--- src/rtl/core/bsfs_pkg.sv ---
package bsfs_pkg;

    localparam int PAYLOAD_W     = 32;
    localparam int ADDR_W        = 6;
    localparam int KEY_W         = 3;
    localparam int LEN_FIELD_W   = 8;
    localparam int LEN_W         = 6;
    localparam int RUN_W         = 3;
    localparam int SHORT_LEN     = 8;
    localparam int DATA_BITS_DEF = 32;
    localparam int QUEUE_DEPTH_DEF = 2;

    localparam logic [RUN_W-1:0] STUFF_RUN = RUN_W'(4);

    localparam logic [3:0] START_PATTERN = 4'b1111;
    localparam logic [2:0] TRAIL_PATTERN = 3'b000;

    localparam int START_LEN = 4;
    localparam int KEY_LEN   = 3;
    localparam int ADDR_LEN  = 6;
    localparam int MARK_LEN  = 1;
    localparam int PAR_LEN   = 2;
    localparam int TRAIL_LEN = 3;

    typedef enum logic [2:0] {
        PH_START = 3'd0,
        PH_KEY   = 3'd1,
        PH_ADDR  = 3'd2,
        PH_LEN   = 3'd3,
        PH_MARK  = 3'd4,
        PH_DATA  = 3'd5,
        PH_PAR   = 3'd6,
        PH_TRAIL = 3'd7
    } phase_t;

    typedef struct packed {
        logic                 send_request;
        logic [ADDR_W-1:0]    dev_address;
        logic [PAYLOAD_W-1:0] payload;
    } in_item_t;

    typedef struct packed {
        logic line_level;
        logic busy_res;
        logic request_taken;
        logic frame_last;
    } out_item_t;

    typedef struct packed {
        logic                 req;
        logic [KEY_W-1:0]     key;
        logic [ADDR_W-1:0]    addr;
        logic [PAYLOAD_W-1:0] payload;
        logic [LEN_W-1:0]     len;
        logic                 parity;
    } cls_item_t;

endpackage

--- src/rtl/core/bit_stuffed_frame_serializer_core.sv ---
// Channel   Handshake        Payload                                 Per beat
// input     push / full      item: send_request, dev_address, payload  one bit period
// result    pop / empty      result: line_level, busy_res, request_taken, frame_last
// config    key_we           key_wdata: scramble_key                  one write
// One input beat and one result beat per cycle, sustained while the serializer does not stall.
// An accepted input beat goes into the intake queue; the serializer reads it from there and
// writes its result beat into the result queue, whose head is on the result ports.
// The serializer advances one bit period per beat; it stalls only when the intake queue
// is empty or the result queue is full.
// Reset clears the key, both queues and the frame state; the line reads idle high.
module bit_stuffed_frame_serializer_core #(
    parameter int DATA_BITS   = bsfs_pkg::DATA_BITS_DEF,
    parameter int QUEUE_DEPTH = bsfs_pkg::QUEUE_DEPTH_DEF
) (
    input  logic                        clk,
    input  logic                        rst_n,
    input  logic                        push,
    output logic                        full,
    input  bsfs_pkg::in_item_t          item,
    input  logic                        pop,
    output logic                        empty,
    output bsfs_pkg::out_item_t         result,
    input  logic                        key_we,
    input  logic [bsfs_pkg::KEY_W-1:0]  key_wdata
);
    import bsfs_pkg::*;

    localparam int CLS_W = $bits(cls_item_t);
    localparam int OUT_W = $bits(out_item_t);

    cls_item_t        cls_in;
    logic [CLS_W-1:0] cls_q;
    cls_item_t        cls_out;
    logic             mid_empty;
    out_item_t        back_result;
    logic [OUT_W-1:0] res_q;
    logic             res_full;
    logic             step;

    assign step    = ~mid_empty & ~res_full;
    assign cls_out = cls_item_t'(cls_q);
    assign result  = out_item_t'(res_q);

    bsfs_front #(
        .DATA_BITS (DATA_BITS)
    ) u_front (
        .clk       (clk),
        .rst_n     (rst_n),
        .key_we    (key_we),
        .key_wdata (key_wdata),
        .item      (item),
        .cls       (cls_in)
    );

    bsfs_fifo #(
        .W     (CLS_W),
        .DEPTH (QUEUE_DEPTH)
    ) u_mid_q (
        .clk     (clk),
        .rst_n   (rst_n),
        .wr_en   (push),
        .wr_data (cls_in),
        .full    (full),
        .rd_en   (step),
        .rd_data (cls_q),
        .empty   (mid_empty)
    );

    bsfs_back #(
        .DATA_BITS (DATA_BITS)
    ) u_back (
        .clk    (clk),
        .rst_n  (rst_n),
        .step   (step),
        .entry  (cls_out),
        .result (back_result)
    );

    bsfs_fifo #(
        .W     (OUT_W),
        .DEPTH (QUEUE_DEPTH)
    ) u_res_q (
        .clk     (clk),
        .rst_n   (rst_n),
        .wr_en   (step),
        .wr_data (back_result),
        .full    (res_full),
        .rd_en   (pop),
        .rd_data (res_q),
        .empty   (empty)
    );

endmodule

--- src/rtl/core/bsfs_fifo.sv ---
module bsfs_fifo #(
    parameter int W     = 8,
    parameter int DEPTH = 2
) (
    input  logic         clk,
    input  logic         rst_n,
    input  logic         wr_en,
    input  logic [W-1:0] wr_data,
    output logic         full,
    input  logic         rd_en,
    output logic [W-1:0] rd_data,
    output logic         empty
);
    localparam int PTR_W = (DEPTH > 1) ? $clog2(DEPTH) : 1;
    localparam int CNT_W = $clog2(DEPTH + 1);

    logic [W-1:0]     mem [DEPTH];
    logic [PTR_W-1:0] wr_ptr_reg, wr_ptr_next;
    logic [PTR_W-1:0] rd_ptr_reg, rd_ptr_next;
    logic [CNT_W-1:0] count_reg, count_next;
    logic             do_wr, do_rd;

    assign full    = (count_reg == CNT_W'(DEPTH));
    assign empty   = (count_reg == '0);
    assign do_wr   = wr_en & ~full;
    assign do_rd   = rd_en & ~empty;
    assign rd_data = mem[rd_ptr_reg];

    always_comb
    begin
        wr_ptr_next = wr_ptr_reg;
        rd_ptr_next = rd_ptr_reg;
        count_next  = count_reg;
        if (do_wr)
        begin
            wr_ptr_next = (wr_ptr_reg == PTR_W'(DEPTH - 1)) ? '0 : wr_ptr_reg + PTR_W'(1);
        end
        if (do_rd)
        begin
            rd_ptr_next = (rd_ptr_reg == PTR_W'(DEPTH - 1)) ? '0 : rd_ptr_reg + PTR_W'(1);
        end
        if (do_wr && !do_rd)
        begin
            count_next = count_reg + CNT_W'(1);
        end
        else if (do_rd && !do_wr)
        begin
            count_next = count_reg - CNT_W'(1);
        end
    end

    always_ff @(posedge clk or negedge rst_n)
    begin
        if (!rst_n)
        begin
            wr_ptr_reg <= '0;
            rd_ptr_reg <= '0;
            count_reg  <= '0;
        end
        else
        begin
            wr_ptr_reg <= wr_ptr_next;
            rd_ptr_reg <= rd_ptr_next;
            count_reg  <= count_next;
        end
    end

    always_ff @(posedge clk)
    begin
        if (do_wr)
        begin
            mem[wr_ptr_reg] <= wr_data;
        end
    end

endmodule

--- src/rtl/core/bsfs_front.sv ---
module bsfs_front #(
    parameter int DATA_BITS = bsfs_pkg::DATA_BITS_DEF
) (
    input  logic                              clk,
    input  logic                              rst_n,
    input  logic                              key_we,
    input  logic [bsfs_pkg::KEY_W-1:0]        key_wdata,
    input  bsfs_pkg::in_item_t                item,
    output bsfs_pkg::cls_item_t               cls
);
    import bsfs_pkg::*;

    logic [KEY_W-1:0]     key_reg;
    logic [PAYLOAD_W-1:0] data_mask;
    logic [PAYLOAD_W-1:0] data;
    logic [PAYLOAD_W-1:0] scrambled;
    logic [PAYLOAD_W-1:0] keep;
    logic [LEN_W-1:0]     bit_len;

    always_comb
    begin
        for (int i = 0; i < PAYLOAD_W; i++)
        begin
            data_mask[i] = (i < DATA_BITS);
        end
        data = item.payload & data_mask;

        bit_len = '0;
        for (int i = 0; i < PAYLOAD_W; i++)
        begin
            if (data[i])
            begin
                bit_len = LEN_W'(i + 1);
            end
        end

        if (bit_len <= LEN_W'(SHORT_LEN))
        begin
            scrambled = PAYLOAD_W'(data[SHORT_LEN-1:0] ^ SHORT_LEN'(key_reg));
        end
        else
        begin
            scrambled = data;
        end

        for (int i = 0; i < PAYLOAD_W; i++)
        begin
            keep[i] = (LEN_W'(i) < bit_len);
        end

        cls.req     = item.send_request;
        cls.key     = key_reg;
        cls.addr    = item.dev_address;
        cls.payload = scrambled;
        cls.len     = bit_len;
        cls.parity  = ^(scrambled & keep);
    end

    always_ff @(posedge clk or negedge rst_n)
    begin
        if (!rst_n)
        begin
            key_reg <= '0;
        end
        else if (key_we)
        begin
            key_reg <= key_wdata;
        end
    end

endmodule

--- src/rtl/core/bsfs_back.sv ---
module bsfs_back #(
    parameter int DATA_BITS = bsfs_pkg::DATA_BITS_DEF
) (
    input  logic                 clk,
    input  logic                 rst_n,
    input  logic                 step,
    input  bsfs_pkg::cls_item_t  entry,
    output bsfs_pkg::out_item_t  result
);
    import bsfs_pkg::*;

    localparam int PAY_W = (DATA_BITS < PAYLOAD_W) ? DATA_BITS : PAYLOAD_W;
    localparam int FV_W  = (PAY_W > LEN_FIELD_W) ? PAY_W : LEN_FIELD_W;
    localparam int IDX_W = $clog2(FV_W + 1);
    localparam int SEL_W = $clog2(FV_W);

    logic                 sending_reg, sending_next, sending_e;
    phase_t               phase_reg, phase_next, phase_e;
    logic [IDX_W-1:0]     idx_reg, idx_next, idx_e;
    logic [RUN_W-1:0]     run_reg, run_next, run_e;
    logic                 stuff_reg, stuff_next, stuff_e;
    logic [KEY_W-1:0]     key_reg, key_next, key_e;
    logic [ADDR_W-1:0]    addr_reg, addr_next, addr_e;
    logic [PAY_W-1:0]     pay_reg, pay_next, pay_e;
    logic [LEN_W-1:0]     len_reg, len_next, len_e;
    logic                 par_reg, par_next, par_e;

    logic                 taken;
    logic [IDX_W-1:0]     flen;
    logic [FV_W-1:0]      fval;
    logic [IDX_W-1:0]     pos;
    logic                 bit_val;

    always_comb
    begin
        taken     = step & entry.req & ~sending_reg;
        sending_e = sending_reg | taken;
        phase_e   = taken ? PH_START : phase_reg;
        idx_e     = taken ? '0 : idx_reg;
        run_e     = taken ? '0 : run_reg;
        stuff_e   = taken ? 1'b0 : stuff_reg;
        key_e     = taken ? entry.key : key_reg;
        addr_e    = taken ? entry.addr : addr_reg;
        pay_e     = taken ? entry.payload[PAY_W-1:0] : pay_reg;
        len_e     = taken ? entry.len : len_reg;
        par_e     = taken ? entry.parity : par_reg;
    end

    always_comb
    begin
        unique case (phase_e)
            PH_START:
            begin
                flen = IDX_W'(START_LEN);
                fval = FV_W'(START_PATTERN);
            end
            PH_KEY:
            begin
                flen = IDX_W'(KEY_LEN);
                fval = FV_W'(key_e);
            end
            PH_ADDR:
            begin
                flen = IDX_W'(ADDR_LEN);
                fval = FV_W'(addr_e);
            end
            PH_LEN:
            begin
                flen = IDX_W'(LEN_FIELD_W);
                fval = FV_W'(len_e);
            end
            PH_MARK:
            begin
                flen = IDX_W'(MARK_LEN);
                fval = FV_W'(1'b1);
            end
            PH_DATA:
            begin
                flen = IDX_W'(len_e);
                fval = FV_W'(pay_e);
            end
            PH_PAR:
            begin
                flen = IDX_W'(PAR_LEN);
                fval = FV_W'(par_e);
            end
            PH_TRAIL:
            begin
                flen = IDX_W'(TRAIL_LEN);
                fval = FV_W'(TRAIL_PATTERN);
            end
            default:
            begin
                flen = IDX_W'(TRAIL_LEN);
                fval = '0;
            end
        endcase
        pos     = flen - IDX_W'(1) - idx_e;
        bit_val = fval[pos[SEL_W-1:0]];
    end

    always_comb
    begin
        sending_next = sending_reg;
        phase_next   = phase_reg;
        idx_next     = idx_reg;
        run_next     = run_reg;
        stuff_next   = stuff_reg;
        key_next     = key_reg;
        addr_next    = addr_reg;
        pay_next     = pay_reg;
        len_next     = len_reg;
        par_next     = par_reg;

        result.line_level    = 1'b1;
        result.busy_res      = 1'b0;
        result.request_taken = taken;
        result.frame_last    = 1'b0;

        if (taken)
        begin
            key_next  = key_e;
            addr_next = addr_e;
            pay_next  = pay_e;
            len_next  = len_e;
            par_next  = par_e;
        end

        if (step && sending_e)
        begin
            result.busy_res = 1'b1;
            sending_next    = 1'b1;
            phase_next      = phase_e;
            idx_next        = idx_e;
            run_next        = run_e;
            stuff_next      = stuff_e;
            if (stuff_e)
            begin
                result.line_level = 1'b0;
                stuff_next        = 1'b0;
            end
            else
            begin
                result.line_level = bit_val;
                idx_next          = idx_e + IDX_W'(1);
                if (bit_val)
                begin
                    run_next = run_e + RUN_W'(1);
                    if (run_next == STUFF_RUN)
                    begin
                        stuff_next = 1'b1;
                        run_next   = '0;
                    end
                end
                else
                begin
                    run_next = '0;
                end
            end
            if (!stuff_next && idx_next >= flen)
            begin
                idx_next = '0;
                run_next = '0;
                if (phase_e == PH_TRAIL)
                begin
                    sending_next      = 1'b0;
                    phase_next        = PH_START;
                    result.frame_last = 1'b1;
                end
                else
                begin
                    phase_next = phase_t'(phase_e + 3'd1);
                    if (phase_next == PH_DATA && len_e == '0)
                    begin
                        phase_next = PH_PAR;
                    end
                end
            end
        end
    end

    always_ff @(posedge clk or negedge rst_n)
    begin
        if (!rst_n)
        begin
            sending_reg <= 1'b0;
            phase_reg   <= PH_START;
            idx_reg     <= '0;
            run_reg     <= '0;
            stuff_reg   <= 1'b0;
        end
        else if (step)
        begin
            sending_reg <= sending_next;
            phase_reg   <= phase_next;
            idx_reg     <= idx_next;
            run_reg     <= run_next;
            stuff_reg   <= stuff_next;
        end
    end

    always_ff @(posedge clk)
    begin
        if (step)
        begin
            key_reg  <= key_next;
            addr_reg <= addr_next;
            pay_reg  <= pay_next;
            len_reg  <= len_next;
            par_reg  <= par_next;
        end
    end

    ap_take: assert property (@(posedge clk) disable iff (!rst_n)
        (step && taken) |=> (sending_reg && phase_reg == PH_START && idx_reg == IDX_W'(1)))
        else $error("frame start did not advance to first start bit");

    ap_last: assert property (@(posedge clk) disable iff (!rst_n)
        (step && result.frame_last) |=> !sending_reg)
        else $error("still sending after last trailer bit");

    ap_idle: assert property (@(posedge clk) disable iff (!rst_n)
        !sending_reg |-> (idx_reg == '0 && run_reg == '0 && !stuff_reg))
        else $error("bit state not cleared while idle");

    ap_stuff: assert property (@(posedge clk) disable iff (!rst_n)
        stuff_reg |-> (run_reg == '0 && sending_reg))
        else $error("stuff bit pending with live ones run");

endmodule

--- config.mk ---
export PLATFORM = sky130hd
export DESIGN_NAME = bit_stuffed_frame_serializer_core
export DESIGN_NICKNAME = d
export VERILOG_FILES = /design/src/rtl/core/bsfs_pkg.sv /design/src/rtl/core/bit_stuffed_frame_serializer_core.sv /design/src/rtl/core/bsfs_fifo.sv /design/src/rtl/core/bsfs_front.sv /design/src/rtl/core/bsfs_back.sv
export SDC_FILE = /design/constraint.sdc
export NUM_CORES = 1
export LEC_CHECK = 0
export CORE_MARGIN = 8
export CORE_UTILIZATION = 43
export DETAILED_ROUTE_END_ITERATION = 8
export DONT_BUFFER_PORTS = 1
export GPL_TIMING_DRIVEN = 0
export SYNTH_ARGS = -nofsm -noshare
export SYNTH_HDL_FRONTEND = slang
export SYNTH_HIERARCHICAL = 1
export SYNTH_SLANG_ARGS = --single-unit
--- constraint.sdc ---
create_clock -name clk -period 5.5 [get_ports clk]
set_input_delay 1.1 -clock clk [delete_from_list [all_inputs] [get_ports clk]]
set_output_delay 1.1 -clock clk [all_outputs]
set_load 0.02 [all_outputs]
==> flow_summary.json <==
{
  "firstDrtPassIters": 5,
  "power_mw": 6.01,
  "max_slew_margin_pct": 46.6,
  "final_core_util_pct": 48.4,
  "wl_per_cell_um": 19.2,
  "synth-edff-count": 154,
  "pwr-share-comb_pct": 47.8,
  "cp.required_ns": 5.79,
  "path_cells": "buf_6 > buf_12 > mux2_4 > nand3b_1 > buf_6 > buf_6 > buf_4 > buf_4 > clkbuf_4 > buf_4 > buf_6 > nand2_1 > ha_1 > xor2_4 > mux2_2 > a32oi_1 > nand4_1 > nand3_1 > nand4bb_1 > o211a_4 > buf_6 > nand3_2 > nor2_1",
  "synth_seq_cells": 179,
  "cts_tree": "done",
  "cpMostUsedCell": "buf_6",
  "cellPowerDensity_nw_per_um2": 554,
  "num_rows": 55,
  "finalMaxSlewViolations": 0,
  "initial_utilization_pct": 43.4,
  "ys_warn_count": 6,
  "die-area_um2": 27700,
  "cts_buffers": 17,
  "end_kind": "flop",
  "finalHoldViolations": 0,
  "final_common_cell": "edfxtp_1",
  "tightest_slew_ns": 0.800,
  "multi_input_area_um2": 4010,
  "ff_latch_area_um2": 5250,
  "num_vias": 6105,
  "ys_types": 80,
  "synth_area_um2": 9740,
  "grt_pass1_wl_um": 34300,
  "worst_ep_arrival_time_ns": 5.52,
  "p_leak_nw": 4.17,
  "grt_max_degree": 44,
  "core-area_um2": 22400,
  "grt-ovfl-total": 0,
  "fin_crit_ns": 5.23,
  "drive_gt1_share_pct": 20.7,
  "async_flop_share_pct": 14.0,
  "cp_num_buf_inv": 10,
  "syn_avg_cell_area_um2": 12.0,
  "fill_cells": 2019,
  "antenna_cells": 0,
  "place_hpwl_um": 15800,
  "rsz0062_at_grt": "false",
  "clk_latency_ns": 0.44,
  "ant_nets": 0,
  "crit_type": "flop to flop",
  "hold_ws_ns": 0.352,
  "outcome": "completed",
  "final_cell_mix": "154 x edfxtp_1, 147 x nand2_1, 49 x nor2_1, 49 x mux2_4, 37 x xnor2_1",
  "ios": 53,
  "slowest_stage": "ha_1",
  "final_nets": 897,
  "ctsHtreeMaxLevel": 4,
  "max_stage_delay_ns": 0.50,
  "synth_flop_cell": "edfxtp_1",
  "largest_register_ffs": 98,
  "viasPerCell": 5.40,
  "cpLargestDelayFamily": "buffers and inverters",
  "wirelength_um": 21700,
  "cts_sinks": 179,
  "io_buffer_count": 0,
  "yosysSeqAreaShare_pct": 53.9,
  "worst-path-max-fanout": 10,
  "ir_drop_mv": 0.237,
  "initialDrtViolationCount": 390,
  "power.switching_mw": 2.27,
  "setup_violations": 0,
  "area_growth_pct": 11.4,
  "clk_pin_slew_ns": 0.07,
  "clock.fmax_mhz": 191,
  "cts_buffer_depth": 2,
  "p_int_mw": 3.74,
  "clockRootBuffer": "clkbuf_16",
  "sequentialPowerShare_pct": 32.4,
  "die_y_um": 166,
  "maxCapViolations": 0,
  "finalCritPeriodShare_pct": 95.2,
  "drc": 0,
  "netlist_instances": 810,
  "first_global_vias": 6104,
  "swShare_pct": 37.8,
  "die_w_um": 166,
  "cp-start-kind": "flop",
  "gp_routability_congestion": 0.881,
  "antenna_found_initial": 0,
  "clkPwrFrac_pct": 19.8,
  "syn_nets": 874,
  "fin_skew_ns": 0.0167,
  "grt.total_usage_pct": 15.8,
  "cts_hold_buf": 0,
  "min_path_type": "primary input to async pin"
}
-- worst reg2reg max path: stages (launching register included) --
cell       delay [ns]
dfrtp_1          0.34
buf_6            0.17
buf_12           0.18
mux2_4           0.34
nand3b_1         0.11
buf_6            0.18
buf_6            0.18
buf_4            0.21
buf_4            0.21
clkbuf_4         0.24
buf_4            0.22
buf_6            0.19
nand2_1          0.07
ha_1             0.50
xor2_4           0.29
mux2_2           0.39
a32oi_1          0.19
nand4_1          0.12
nand3_1          0.16
nand4bb_1        0.16
o211a_4          0.23
buf_6            0.16
nand3_2          0.09
nor2_1           0.13
-- what timing repair did --
action / 4_1_cts / 5_1_grt
cloned: 0 / 0
setup endpoints to repair: 18 / 18
resized for setup: 11 / 14
pin swaps: 0 / 1
setup buffers: 0 / 2
-- layer usage --
metal / part of all wire [%] / up-vias / routed length (um) / track usage (%)
li1: - / 2951 / - / -
met1: 46 / 2991 / 9910 / 20.9
met2: 47 / 139 / 10300 / 25.3
met3: 5.3 / 24 / 1150 / 3.62
met4: 1.6 / 0 / 357 / 4.94
met5: 0 / - / 0 / 0
-- synth_stat cells (13+ instances only) --
master      n  area [um^2]
buf_4      16          120
inv_1      26         97.6
edfxtp_1  154         4620
mux2_2     19          214
dfrtp_1    25          626
a21oi_1    16         80.1
clkbuf_1   34          128
nand3_1    13         65.1
nor2_1     51          191
ha_1       16          200
nand2_1   147          552
mux2_4     49          736
xnor2_1    39          342
-- cell families after synthesis --
logic type | share of synthesized area [%]
and+or+nand+nor | 14.3
adders and majority gates | 2.26
muxes | 11.9
xor gates and xnor gates | 4.59
DFF | 53.9
AOI/OAI and AO/OA | 7.36
buffers and inverters | 5.73
-- power groups by stage --
stage	clock network [mW]	registers, mW	logic (mW)
after floorplan	0	1.96	2.11
after global placement	0	1.99	2.67
after detailed placement	0	1.98	2.73
after CTS	1.22	1.95	2.81
after global routing	1.27	1.97	3.11
final	1.19	1.95	2.88
-- metrics by stage --
| step | setup TNS, ns | instances | cell area (um^2) | setup slack [ns] |
|---|---|---|---|---|
| 6_report | 0 | 1131 | 10800 | 0.265 |
| 4_1_cts | 0 | 1129 | 10800 | 0.00746 |
| 3_3_place_gp | -9.89 | 1095 | 10100 | -0.762 |
| 5_1_grt | 0 | 1131 | 10800 | 0.0247 |
| 2_1_floorplan | 0 | 810 | 9740 | 0.592 |
| 3_5_place_dp | -10.58 | 1098 | 10200 | -0.806 |
-- layout make-up --
cell class	count	area share, %
plain buffers	68	4.35
clock inverters	14	1.44
flip-flops and latches	179	48.4
multi-input cells	535	36.9
clock buffers	18	3.96
inverters	27	0.934
repair buffers	5	0.692
well taps	285	3.29
-- worst paths after layout --
check | startpoint | end | slack [ns] | depth (start not counted)
worst max-delay path | u_mid_q/rd_ptr_reg$_DFFE_PN0P_ | u_res_q/mem[1][0]$_DFFE_PP_ | 0.27 | 23
worst min-delay path | rst_n | u_mid_q/rd_ptr_reg$_DFFE_PN0P_ | 0.35 | 0
worst max register to register | u_mid_q/rd_ptr_reg$_DFFE_PN0P_ | u_res_q/mem[1][0]$_DFFE_PP_ | 0.27 | 23
worst min register to register | u_back/run_reg[1]$_DFFE_PN0P_ | u_back/run_reg[1]$_DFFE_PN0P_ | 0.49 | 2
max in group asynchronous | rst_n | u_back/phase_reg[1]$_DFFE_PN0P_ | 5.05 | 0
min in group clk | u_back/run_reg[1]$_DFFE_PN0P_ | u_back/run_reg[1]$_DFFE_PN0P_ | 0.49 | 2
(Power assumes the default switching activity.)
